[src/rtl/core/dq_pkg.sv]
// Package for the deque core: sizes, request and result word types,
// action and status codes and ring pointer helpers. No dependencies.
package dq_pkg;

  localparam int DEPTH      = 16;
  localparam int ITEM_WIDTH = 32;
  localparam int PTR_W      = (DEPTH > 1) ? $clog2(DEPTH) : 1;
  localparam int CNT_W      = $clog2(DEPTH + 1);

  typedef enum logic [1:0] {
    ACT_PUSH_HEAD = 2'd0,
    ACT_PUSH_TAIL = 2'd1,
    ACT_POP_HEAD  = 2'd2,
    ACT_POP_TAIL  = 2'd3
  } action_t;

  typedef enum logic [1:0] {
    ST_OK        = 2'd0,
    ST_UNDERFLOW = 2'd1,
    ST_OVERFLOW  = 2'd2,
    ST_NULL      = 2'd3
  } status_t;

  typedef struct packed {
    action_t               action;
    logic [ITEM_WIDTH-1:0] item;
  } req_t;

  typedef struct packed {
    status_t               status;
    logic [ITEM_WIDTH-1:0] popped_item;
    logic [CNT_W-1:0]      count;
  } rsp_t;

  function automatic logic [PTR_W-1:0] ring_next(input logic [PTR_W-1:0] p);
    return (p == PTR_W'(DEPTH - 1)) ? '0 : p + 1'b1;
  endfunction

  function automatic logic [PTR_W-1:0] ring_prev(input logic [PTR_W-1:0] p);
    return (p == '0) ? PTR_W'(DEPTH - 1) : p - 1'b1;
  endfunction

endpackage

[src/rtl/core/double_ended_queue_core.sv]
// Deque core: a bounded double-ended queue kept in a ring memory.
// The result word appears in the cycle after its request is accepted.
// Throughput: one request per cycle; busy stays low, so start may be held high.
// The pace is set by the single-port slot memory, touched once per request.
// Reset (rst, synchronous, active high) empties the queue; slot contents
// are left as they are, since a pop only ever reads a slot a push wrote.
module double_ended_queue_core (
  input  logic         clk,
  input  logic         rst,
  input  logic         start,
  output logic         busy,
  input  dq_pkg::req_t request,
  output logic         done,
  output dq_pkg::rsp_t result
);
  import dq_pkg::*;

  // Ring state. head points at the head item, tail one past the tail item.
  logic [PTR_W-1:0] head;
  logic [PTR_W-1:0] tail;
  logic [CNT_W-1:0] occupancy;
  logic [PTR_W-1:0] head_next;
  logic [PTR_W-1:0] tail_next;
  logic [CNT_W-1:0] occupancy_next;

  // Slot memory with a registered read port.
  logic [ITEM_WIDTH-1:0] slots [DEPTH];
  logic [ITEM_WIDTH-1:0] rd_data;

  logic             accept;
  logic             wr_en;
  logic             rd_en;
  logic [PTR_W-1:0] wr_addr;
  logic [PTR_W-1:0] rd_addr;
  status_t          status_next;

  // Registered result fields; popped_item comes from the memory read register.
  status_t          status_q;
  logic [CNT_W-1:0] count_q;
  logic             pop_ok;

  // Every request needs at most one memory access, so the core never stalls.
  assign busy   = 1'b0;
  assign accept = start && !busy;

  // Decide the outcome of the request and the pointer moves.
  always_comb begin
    head_next      = head;
    tail_next      = tail;
    occupancy_next = occupancy;
    status_next    = ST_OK;
    wr_en          = 1'b0;
    rd_en          = 1'b0;
    wr_addr        = tail;
    rd_addr        = head;
    case (request.action)
      ACT_PUSH_HEAD, ACT_PUSH_TAIL: begin
        // The null check wins over the full check.
        if (request.item == '0) begin
          status_next = ST_NULL;
        end else if (occupancy == CNT_W'(DEPTH)) begin
          status_next = ST_OVERFLOW;
        end else begin
          wr_en          = 1'b1;
          occupancy_next = occupancy + 1'b1;
          if (request.action == ACT_PUSH_HEAD) begin
            head_next = ring_prev(head);
            wr_addr   = ring_prev(head);
          end else begin
            wr_addr   = tail;
            tail_next = ring_next(tail);
          end
        end
      end
      ACT_POP_HEAD, ACT_POP_TAIL: begin
        if (occupancy == '0) begin
          status_next = ST_UNDERFLOW;
        end else begin
          rd_en          = 1'b1;
          occupancy_next = occupancy - 1'b1;
          if (request.action == ACT_POP_HEAD) begin
            rd_addr   = head;
            head_next = ring_next(head);
          end else begin
            tail_next = ring_prev(tail);
            rd_addr   = ring_prev(tail);
          end
        end
      end
      default: begin
        status_next = ST_OK;
      end
    endcase
  end

  // A pop right after a push to the same slot is safe: the write lands at
  // the edge that ends the push cycle, before the pop reads.
  always_ff @(posedge clk) begin
    if (accept && wr_en) begin
      slots[wr_addr] <= request.item;
    end
    if (accept && rd_en) begin
      rd_data <= slots[rd_addr];
    end
  end

  // Control state and the result strobe.
  always_ff @(posedge clk) begin
    if (rst) begin
      head      <= '0;
      tail      <= '0;
      occupancy <= '0;
      done      <= 1'b0;
      pop_ok    <= 1'b0;
    end else begin
      done <= accept;
      if (accept) begin
        head      <= head_next;
        tail      <= tail_next;
        occupancy <= occupancy_next;
        pop_ok    <= rd_en;
      end
    end
  end

  // Result payload needs no reset; it is only looked at under done.
  always_ff @(posedge clk) begin
    if (accept) begin
      status_q <= status_next;
      count_q  <= occupancy_next;
    end
  end

  assign result.status      = status_q;
  assign result.popped_item = pop_ok ? rd_data : '0;
  assign result.count       = count_q;

endmodule

[config.mk]
export PLATFORM = sky130hd
export DESIGN_NAME = double_ended_queue_core
export DESIGN_NICKNAME = d
export VERILOG_FILES = /design/src/rtl/core/dq_pkg.sv /design/src/rtl/core/double_ended_queue_core.sv
export SDC_FILE = /design/constraint.sdc
export NUM_CORES = 1
export LEC_CHECK = 0
export ABC_AREA = 1
export BUFFER_PORTS_ARGS = -buffer_cell sky130_fd_sc_hd__buf_2
export CAP_MARGIN = 20
export CORE_MARGIN = 2
export CORE_UTILIZATION = 23
export DETAILED_ROUTE_END_ITERATION = 12
export PLACE_DENSITY = 0.46
export SETUP_SLACK_MARGIN = 0.2
export SYNTH_ARGS = -nofsm -noshare
export SYNTH_HDL_FRONTEND = slang
export SYNTH_SLANG_ARGS = --single-unit
[constraint.sdc]
create_clock -name clk -period 7.4 [get_ports clk]
set_input_delay 1.48 -clock clk [delete_from_list [all_inputs] [get_ports clk]]
set_output_delay 1.48 -clock clk [all_outputs]
set_load 0.01 [all_outputs]
==> results of run 1 <==
-- placed cells by master, fill, tap and decap left out, types with 16 or more instances in the layout --
cell and count:
sky130_fd_sc_hd__nand3b_1 96, sky130_fd_sc_hd__o21ai_0 20, sky130_fd_sc_hd__nor2_4 18, sky130_fd_sc_hd__inv_1 474
sky130_fd_sc_hd__buf_2 76, sky130_fd_sc_hd__nand3_1 631, sky130_fd_sc_hd__nor2_1 44, sky130_fd_sc_hd__clkinv_1 16
sky130_fd_sc_hd__clkbuf_16 60, sky130_fd_sc_hd__edfxtp_1 551, sky130_fd_sc_hd__nand2_1 398, sky130_fd_sc_hd__buf_4 34
-- cells by family after synthesis --
| kind of cell | after synthesis |
|---|---|
| adder cells (fa/ha/maj) | 7 |
| XOR/XNOR | 11 |
| flip-flops | 566 |
| AND/OR/NAND/NOR | 1208 |
| buffers and inverters | 621 |
| AO/OA/AOI/OAI | 41 |
| other | 1 |
-- worst max-delay path by stage --
stage,start,to,depth (start not counted)
final,request[26],slots[1][26]$_DFFE_PP_,12
after global routing,request[8],slots[15][16]$_DFFE_PP_,12
after CTS,request[18],slots[9][9]$_DFFE_PP_,12
after detailed placement,request[18],slots[9][9]$_DFFE_PP_,12
after global placement,request[8],slots[10][8]$_DFFE_PP_,12
after floorplan,request[33],slots[10][0]$_DFFE_PP_,12
-- cell type report --
type	instances	area, sq um	share of cell area
Clock inverter	33	347	0.0117
Inverter	480	1800	0.0609
Antenna cell	1	2.50	0.0000846
Timing Repair Buffer	118	811	0.0274
Clock buffer	73	1550	0.0524
Multi-Input combinational cell	1268	6370	0.215
Tap cell	1488	1860	0.0629
Sequential cell	566	16800	0.569
-- per-layer routing --
| layer | vias to the layer above | track usage |
|---|---|---|
| met3 | 95 | 0.0216 |
| met5 | - | 0 |
| met4 | 10 | 0.0378 |
| met1 | 8252 | 0.172 |
| met2 | 369 | 0.213 |
| li1 | 8260 | - |
-- registers in the layout, indices dropped and copies added, names as in the netlist --
signal     cells
pop_ok         1
done           1
slots        512
tail           4
occupancy      5
rd_data       32
head           4
count_q        5
status_q       2
-- metrics by stage --
stage                     utilization  setup WS [ps]  std cells  cell area [sq um]  hold WS (ps)
after floorplan                     -           3060       2455              25600           465
after global placement          0.249           1860       3913              27500           498
after detailed placement        0.250           1870       3916              27600           501
after CTS                       0.267           2560       4022              29500           511
after global routing            0.268           2260       4027              29600           550
final                           0.268           2610       4027              29600           513
-- power by group through the flow --
stage                     Sequential (W)  Clock (W)  Combinational [W]
after CTS                        0.00363    0.00306            0.00107
final                            0.00363    0.00299            0.00104
after global placement           0.00370          0            0.00106
after floorplan                  0.00370          0           0.000670
after global routing             0.00364    0.00318            0.00116
after detailed placement         0.00370          0            0.00106
-- critical path, delay by kind of cell --
kind,cells,cell delay [ps]
buffers and inverters,3,1060
and+or+nand+nor,9,2530
==> results.txt, run 1 <==
- The share of total power dissipated in the clock network is 0.390.
* Hold path depth: 2
- Share of the yosys chip area belonging to registers: 0.659
- Detailed routing placed a total of 3390 microns of wire on met3.
- The worst register-to-register path has a depth of 11.
- Pin count of the biggest net entering global routing: 225
- Synth unique cells: 32
* Compound-cell area share of the yosys netlist: 0.00842
- Die Span Y: 337 microns
- The later pin in the worst-skew pair is clocked with a latency of about 630 ps.
* Highest cell delay on the worst timing path: 930 ps
- Static timing analysis puts the maximum clock frequency at between 0.2 and 0.25 GHz.
- Core region area: 111000 sq um
- Number of hold violations in the final report: 0
- Source of the worst register-to-register timing path: occupancy[0]$_SDFFE_PP0P_
- Number of buffer cells added on primary ports: 76
- Mux contribution to synthesized area: 0
- Clock root buffer: sky130_fd_sc_hd__clkbuf_16
- Fraction of power consumed by sequential logic: 0.474
- Grt total ovfl: 0
- Wire length of the first global-routing pass: approximately 110000 microns
- For the worst setup path, the data arrival time is 5110 ps.
- Synthesis produced between 2000 and 2500 cells.
- Number of optimization iterations in the first detailed-route pass: 6
- DRC violations left: 0
- Post-synth net total: roughly 2500
- The congestion estimate from routability-driven global placement came to between 0.7 and 0.8.
- Power density relative to cell area: around 260 nW/um^2
- Post-Syn Area: approximately 26000 sq um
* Metal1 wirelength: 33300 microns
* Average wire per standard cell: 18.3 microns
- Top routing layer in use: met5
- Clock-pin slew on the worst setup and hold paths: 60 ps
- The max-slew violation count is approximately 140.
- STA classifies the critical path endpoint as a flop.
* Area Growth Syn to Fin: 15.8%
* Max-cap check violation count: 0
- Post-CTS Hold Buffers: 0
- The clock drives 566 sinks.
- Sorting the synthesized cells by area gives the leading types as sky130_fd_sc_hd__edfxtp_1 65%, sky130_fd_sc_hd__nand3_1 12%, sky130_fd_sc_hd__inv_1 7.0%.
- Detailed placement finished with a half-perimeter wire length of 40100 microns.
- Of the available clock period, the critical path in the final layout requires 0.647.
- Number of failing setup endpoints in the final timing report: 0
- By startpoint and endpoint, the worst setup path is classified as in -> reg.
- The path class of the tightest hold or removal check is reg -> reg.
* Adder and majority gate portion of the synthesized area: 0.00343
* Min-Delay Startpoint: tail[1]$_SDFFE_PP0P_
- For hold timing, the worst endpoint is tail[1]$_SDFFE_PP0P_.
- Across the VDD grid, the largest voltage drop is slightly below 0.2 mV.
- Shortest period the worst path allows: 4790 ps
* Max-Slew Margin vs Limit: -0.194
* Number of standard-cell rows in the floorplan: 122
- The die is 337 microns wide.
- After filler insertion, the fill cell instance count of the layout stands at 11700.
* Reg2Reg Setup Slack: 3580 ps
* Dominant combinational cell family by area after synthesis: simple AND/OR/NAND/NOR gates
- Crit path max-delay cell type: sky130_fd_sc_hd__nor2_4
- Internal power comes to 0.00561 W.
* Fin Clk Skew: 21.5 ps
- The cell that appears most often on the critical path is sky130_fd_sc_hd__nor2_1.
- Most instantiated cells after synthesis: 631 x sky130_fd_sc_hd__nand3_1, 551 x sky130_fd_sc_hd__edfxtp_1, 475 x sky130_fd_sc_hd__inv_1
- For this configuration, the core starts out at a cell density of 0.231.
- Cell with the most instances after synthesis: sky130_fd_sc_hd__nand3_1
- The flow ran to the end, but the final reports show violations.
- Slew of the pin with the lowest slew margin: 1790 ps
* Net load switching power: 0.00206 W
- Met2 wire len: 35000 microns
* Per-instance average area after synthesis: 10.4 sq um
* Fraction of post-synthesis cell area in the top cell type by area: 0.647
- Area of the die: 114000 sq um
- Counting flops with a built-in enable in the synthesized netlist gives 551.
* Unrepaired setup endpoints after global routing: false
- TritonCTS built the clock tree.
* Share of final-layout standard cells stronger than drive strength 1: 0.0914
- Total clock buffers created by CTS: 60
* Nets: about 2500
* Number of setup buffers added after CTS: 0
* Violation count after the first detailed-routing iteration: 1426
- Of all nets on the critical path, the largest fanout is 23.
- Cells traversed along the worst timing path: buf_2, nor2_1, nand2_1, nor2_1, nand4_1, clkinv_1, nor2_1, nand2_1, nor2_1, nand3_1, nor2_4, buf_4
- Number of gates given a new drive strength after cts: 0
- The via count of the first global-routing pass was 16300.
- After synthesis the netlist holds a flip-flop and latch count of 566.
* Ys flop type: sky130_fd_sc_hd__edfxtp_1
- Avg Vias per Cell: 4.22
- The analysis attributes to cell leakage a power of 11.9 nW.
* Number of antenna violations at the first check in global routing: 8
- Total global routing track utilization: 0.128
- Post-route antenna net violation count: 0
- Fraction of synthesized cell area in xor and xnor cells: 0.00377
- Of the total power, the share spent switching nets is 0.268.
- R2R Path End: rd_data[17]$_DFFE_PP_
- The final reports fail on max-slew violations.
* Count of pins on the block boundary: approximately 80
- Post-synthesis simple-gate area fraction: 0.226
* Count of vias placed by the detailed router: 17000
* Total wirelength of the detailed-routed design: 73500 microns
- Setup TNS after final layout: 0 ps
- Total power for the finished layout comes to 0.00767 W.
- Of all cell types, the one taking the most synthesized area is sky130_fd_sc_hd__edfxtp_1.
- Yosys printed 0 warnings.
- Number of H-tree branching levels: 2
- Startpoint Class: input pin
* WP data required: slightly below 8000 ps
- Comb pwr share: 0.136
* FFs w/ async S/R, synth: 0
- Clk buf depth: 3
(Power assumes the default switching activity.)
==> run 2, diff against run 1 <==
--- a/config.mk
+++ b/config.mk
@@ -11,7 +11,7 @@
 export CORE_MARGIN = 2
 export CORE_UTILIZATION = 23
 export DETAILED_ROUTE_END_ITERATION = 12
-export PLACE_DENSITY = 0.46
+export PLACE_DENSITY = 0.47
 export SETUP_SLACK_MARGIN = 0.2
 export SYNTH_ARGS = -nofsm -noshare
 export SYNTH_HDL_FRONTEND = slang
==> constraint.sdc (replaced) <==
create_clock -name clk -period 4.18 [get_ports clk]
set_input_delay 0.836 -clock clk [delete_from_list [all_inputs] [get_ports clk]]
set_output_delay 0.836 -clock clk [all_outputs]
set_load 0.01 [all_outputs]
==> run 2 against run 1 <==
The flow now finishes without violations. Global-route usage up 0.063 points. Clock-buffer cell count down 2. Utilization up 0.46 points. Hold slack worse by 30 ps. First-iteration DRC count down 16%. Critical path depth unchanged. Sequential share of layout area down 0.97 points. Via count up 0.77%. Setup slack worse by 1700 ps. Clock skew about the same. Combinational power up 85%. Largest cell class unchanged.
==> results.txt, run 2 (synthesized netlist as in run 1, its figures left out) <==
- Dividing the final minimum period by the clock period gives 0.786.
- The biggest cell delay along the critical path came to 530 ps (-400 ps).
* Crit path max-delay cell type: sky130_fd_sc_hd__dfxtp_1
* Avg Vias per Cell: 4.20 (-0.39%)
* WP data required: 4510 ps (-3210 ps)
- The HPWL after detailed placement is 43300 microns (+7.8%).
- Worst supply voltage drop on vdd: 0.332 mV (+68%)
- Cells traversed along the worst timing path: inv_1, ha_1, xnor2_1, o21ai_0, nand2_1, o21ai_0, nand2_1, nand2_1, inv_1, nand3_1, nor2_4, buf_12
* Regs by FF count: slots (512), rd_data (32)
- Counting flops per register, the top entry is slots.
- Core region area: 111000 sq um (unchanged)
- The worst hold path belongs to the class in -> reg.
- The number of endpoints failing setup at the final stage was 0 (unchanged).
- The library cells used most frequently in the layout, excluding fill and tap cells, are 631 x sky130_fd_sc_hd__nand3_1, 551 x sky130_fd_sc_hd__edfxtp_1, 474 x sky130_fd_sc_hd__inv_1, 398 x sky130_fd_sc_hd__nand2_1, 96 x sky130_fd_sc_hd__nand3b_1.
* Max-cap check violation count: 0 (unchanged)
* Share of final-layout standard cells stronger than drive strength 1: 0.109 (+0.0180)
* Number of gates given a new drive strength after cts: 0 (unchanged)
- The max-slew violation count came to 0 (-100%).
- The maximum number of pins on one net before global-route repair is 110 (-51%).
- The post-CTS setup buffer count was 0 (unchanged).
* Crit path max fanout: 17 (-26%)
* Power density relative to cell area: 454 nW/um^2 (+75%)
- Average wire per standard cell: 18.2 microns (-0.36%)
- The cell leakage power was 12.2 nW (+2.4%).
- The clock net sink count is 566 (unchanged).
- Setup repair after global routing left no endpoint under its margin.
* Die Span Y: 337 microns (unchanged)
* Clk buf depth: 3 (unchanged)
- DRC violations left: 0 (unchanged)
- Static timing analysis puts the maximum clock frequency at 0.304 GHz.
- The clock transition time at the flip-flop clock pins of the worst setup and hold paths came to 60 ps (about the same).
- Cell mode on critical path: sky130_fd_sc_hd__nand2_1
- After layout, the minimum clock period comes to between 3000 and 4000 ps.
* Nets: 2581 (+1.7%)
- The final setup TNS is 0 ps (unchanged).
- The global-route total usage across every layer came to 0.129 (+0.000632).
* Max reg flops: 512 (unchanged)
- The number of core rows came to 122 (unchanged).
- The wire length of the first global-routing pass is 110000 microns (+0.62%).
- Weighted congestion reported at the end of routability-driven placement: 0.751 (+0.21%)
* Vias in the first global route: 16700 (+2.2%)
* Later-pin clock latency in the skew report: 630 ps (about the same)
* Area of the die: 114000 sq um (unchanged)
* Number of buffer cells added on primary ports: 76 (unchanged)
* Max-Slew Margin vs Limit: 0.490 (+0.684)
- The area occupied by multi-input gates was 6370 sq um (unchanged).
* Worst Setup Path Type: reg -> reg
- The number of optimization iterations in the first detailed-route pass came to 7 (+1).
- Number of antenna violations at the first check in global routing: 5 (-3)
- Clock root buffer: sky130_fd_sc_hd__clkbuf_16
* Kind of capture point of the worst setup path: flop
- Number of H-tree branching levels: 2 (unchanged)
* Chip width: 337 microns (unchanged)
- Total wirelength of the detailed-routed design: 74100 microns (+0.81%)
- Fin Clk Skew: 21.1 ps (-0.399 ps)
- Violation count after the first detailed-routing iteration: 1203 (-16%)
- STA classifies the critical path startpoint as a flop.
* Design Power: 0.0137 W (+78%)
* Worst Path Arrival: 3610 ps (-1500 ps)
- Grt total ovfl: 0 (unchanged)
- The library cell used most frequently in the layout, excluding fill and tap cells, is sky130_fd_sc_hd__nand3_1.
- Post-CTS Hold Buffers: 0 (unchanged)
- The total clock buffers created by CTS is 60 (unchanged).
- Post-route antenna net violation count: 0 (unchanged)
- The run finished with clean final reports.
- Slew of the pin with the lowest slew margin: 764 ps (-1030 ps)
- The number of top-level pins is 78 (unchanged).
* Count of vias placed by the detailed router: 17100 (+0.77%)
- FF/Latch Area: 16800 sq um (unchanged)
- Number of antenna diodes: 0 (-1)
- TritonCTS built the clock tree.
- Number of hold violations in the final report: 0 (unchanged)
* Filler cells: 11600 (-0.32%)
* Area Growth Syn to Fin: 17.8%
- The initial cell density of the core is 0.231 (unchanged).
run 2: final timing paths:
check	from	slack, ps	depth (start not counted)	endpoint
max	head[0]$_SDFFE_PP0P_	900	12	slots[9][21]$_DFFE_PP_
max reg2reg	head[0]$_SDFFE_PP0P_	900	12	slots[9][21]$_DFFE_PP_
min	request[12]	480	1	slots[6][12]$_DFFE_PP_
min reg2reg	tail[1]$_SDFFE_PP0P_	500	2	tail[1]$_SDFFE_PP0P_
run 2: through the flow:
step / setup WS [ps] / instance area (sq um) / hold slack, ps / cells / util
final: 895 / 30100 / 483 / 4074 / 0.272
after global routing: 741 / 30100 / 471 / 4074 / 0.272
after CTS: 951 / 30100 / 454 / 4074 / 0.272
after detailed placement: 364 / 28200 / 505 / 3963 / 0.255
after global placement: 293 / 28200 / 502 / 3963 / 0.255
after floorplan: 479 / 25600 / 465 / 2455 / -
run 2: power breakdown:
| group | internal [W] | switching (W) | total [W] |
|---|---|---|---|
| logic | 0.000557 | 0.00136 | 0.00192 |
| registers | 0.00639 | 0.0000522 | 0.00644 |
| clock network | 0.00304 | 0.00227 | 0.00531 |
| total | 0.00998 | 0.00369 | 0.0137 |
run 2: final cells by class:
cell class,count,share of cell area
Multi-Input combinational cell,1268,0.211
Clock inverter,40,0.0121
Sequential cell,566,0.560
Tap cell,1488,0.0619
Inverter,480,0.0599
Timing Repair Buffer,161,0.0430
Clock buffer,71,0.0520
run 2: per-layer routing:
layer  global-route usage  routed length, microns
met5                    0                      34
met4               0.0357                    1730
met3               0.0180                    2640
met2                0.221                   36400
met1                0.170                   33300
run 2: worst max-delay path, delay by kind of cell, from the launching register on:
kind,cells,cell delay [ps]
compound gates,2,210
xor+xnor,1,290
fa+ha+maj,1,280
buf+inv,3,560
flops,1,530
simple gates,5,1100
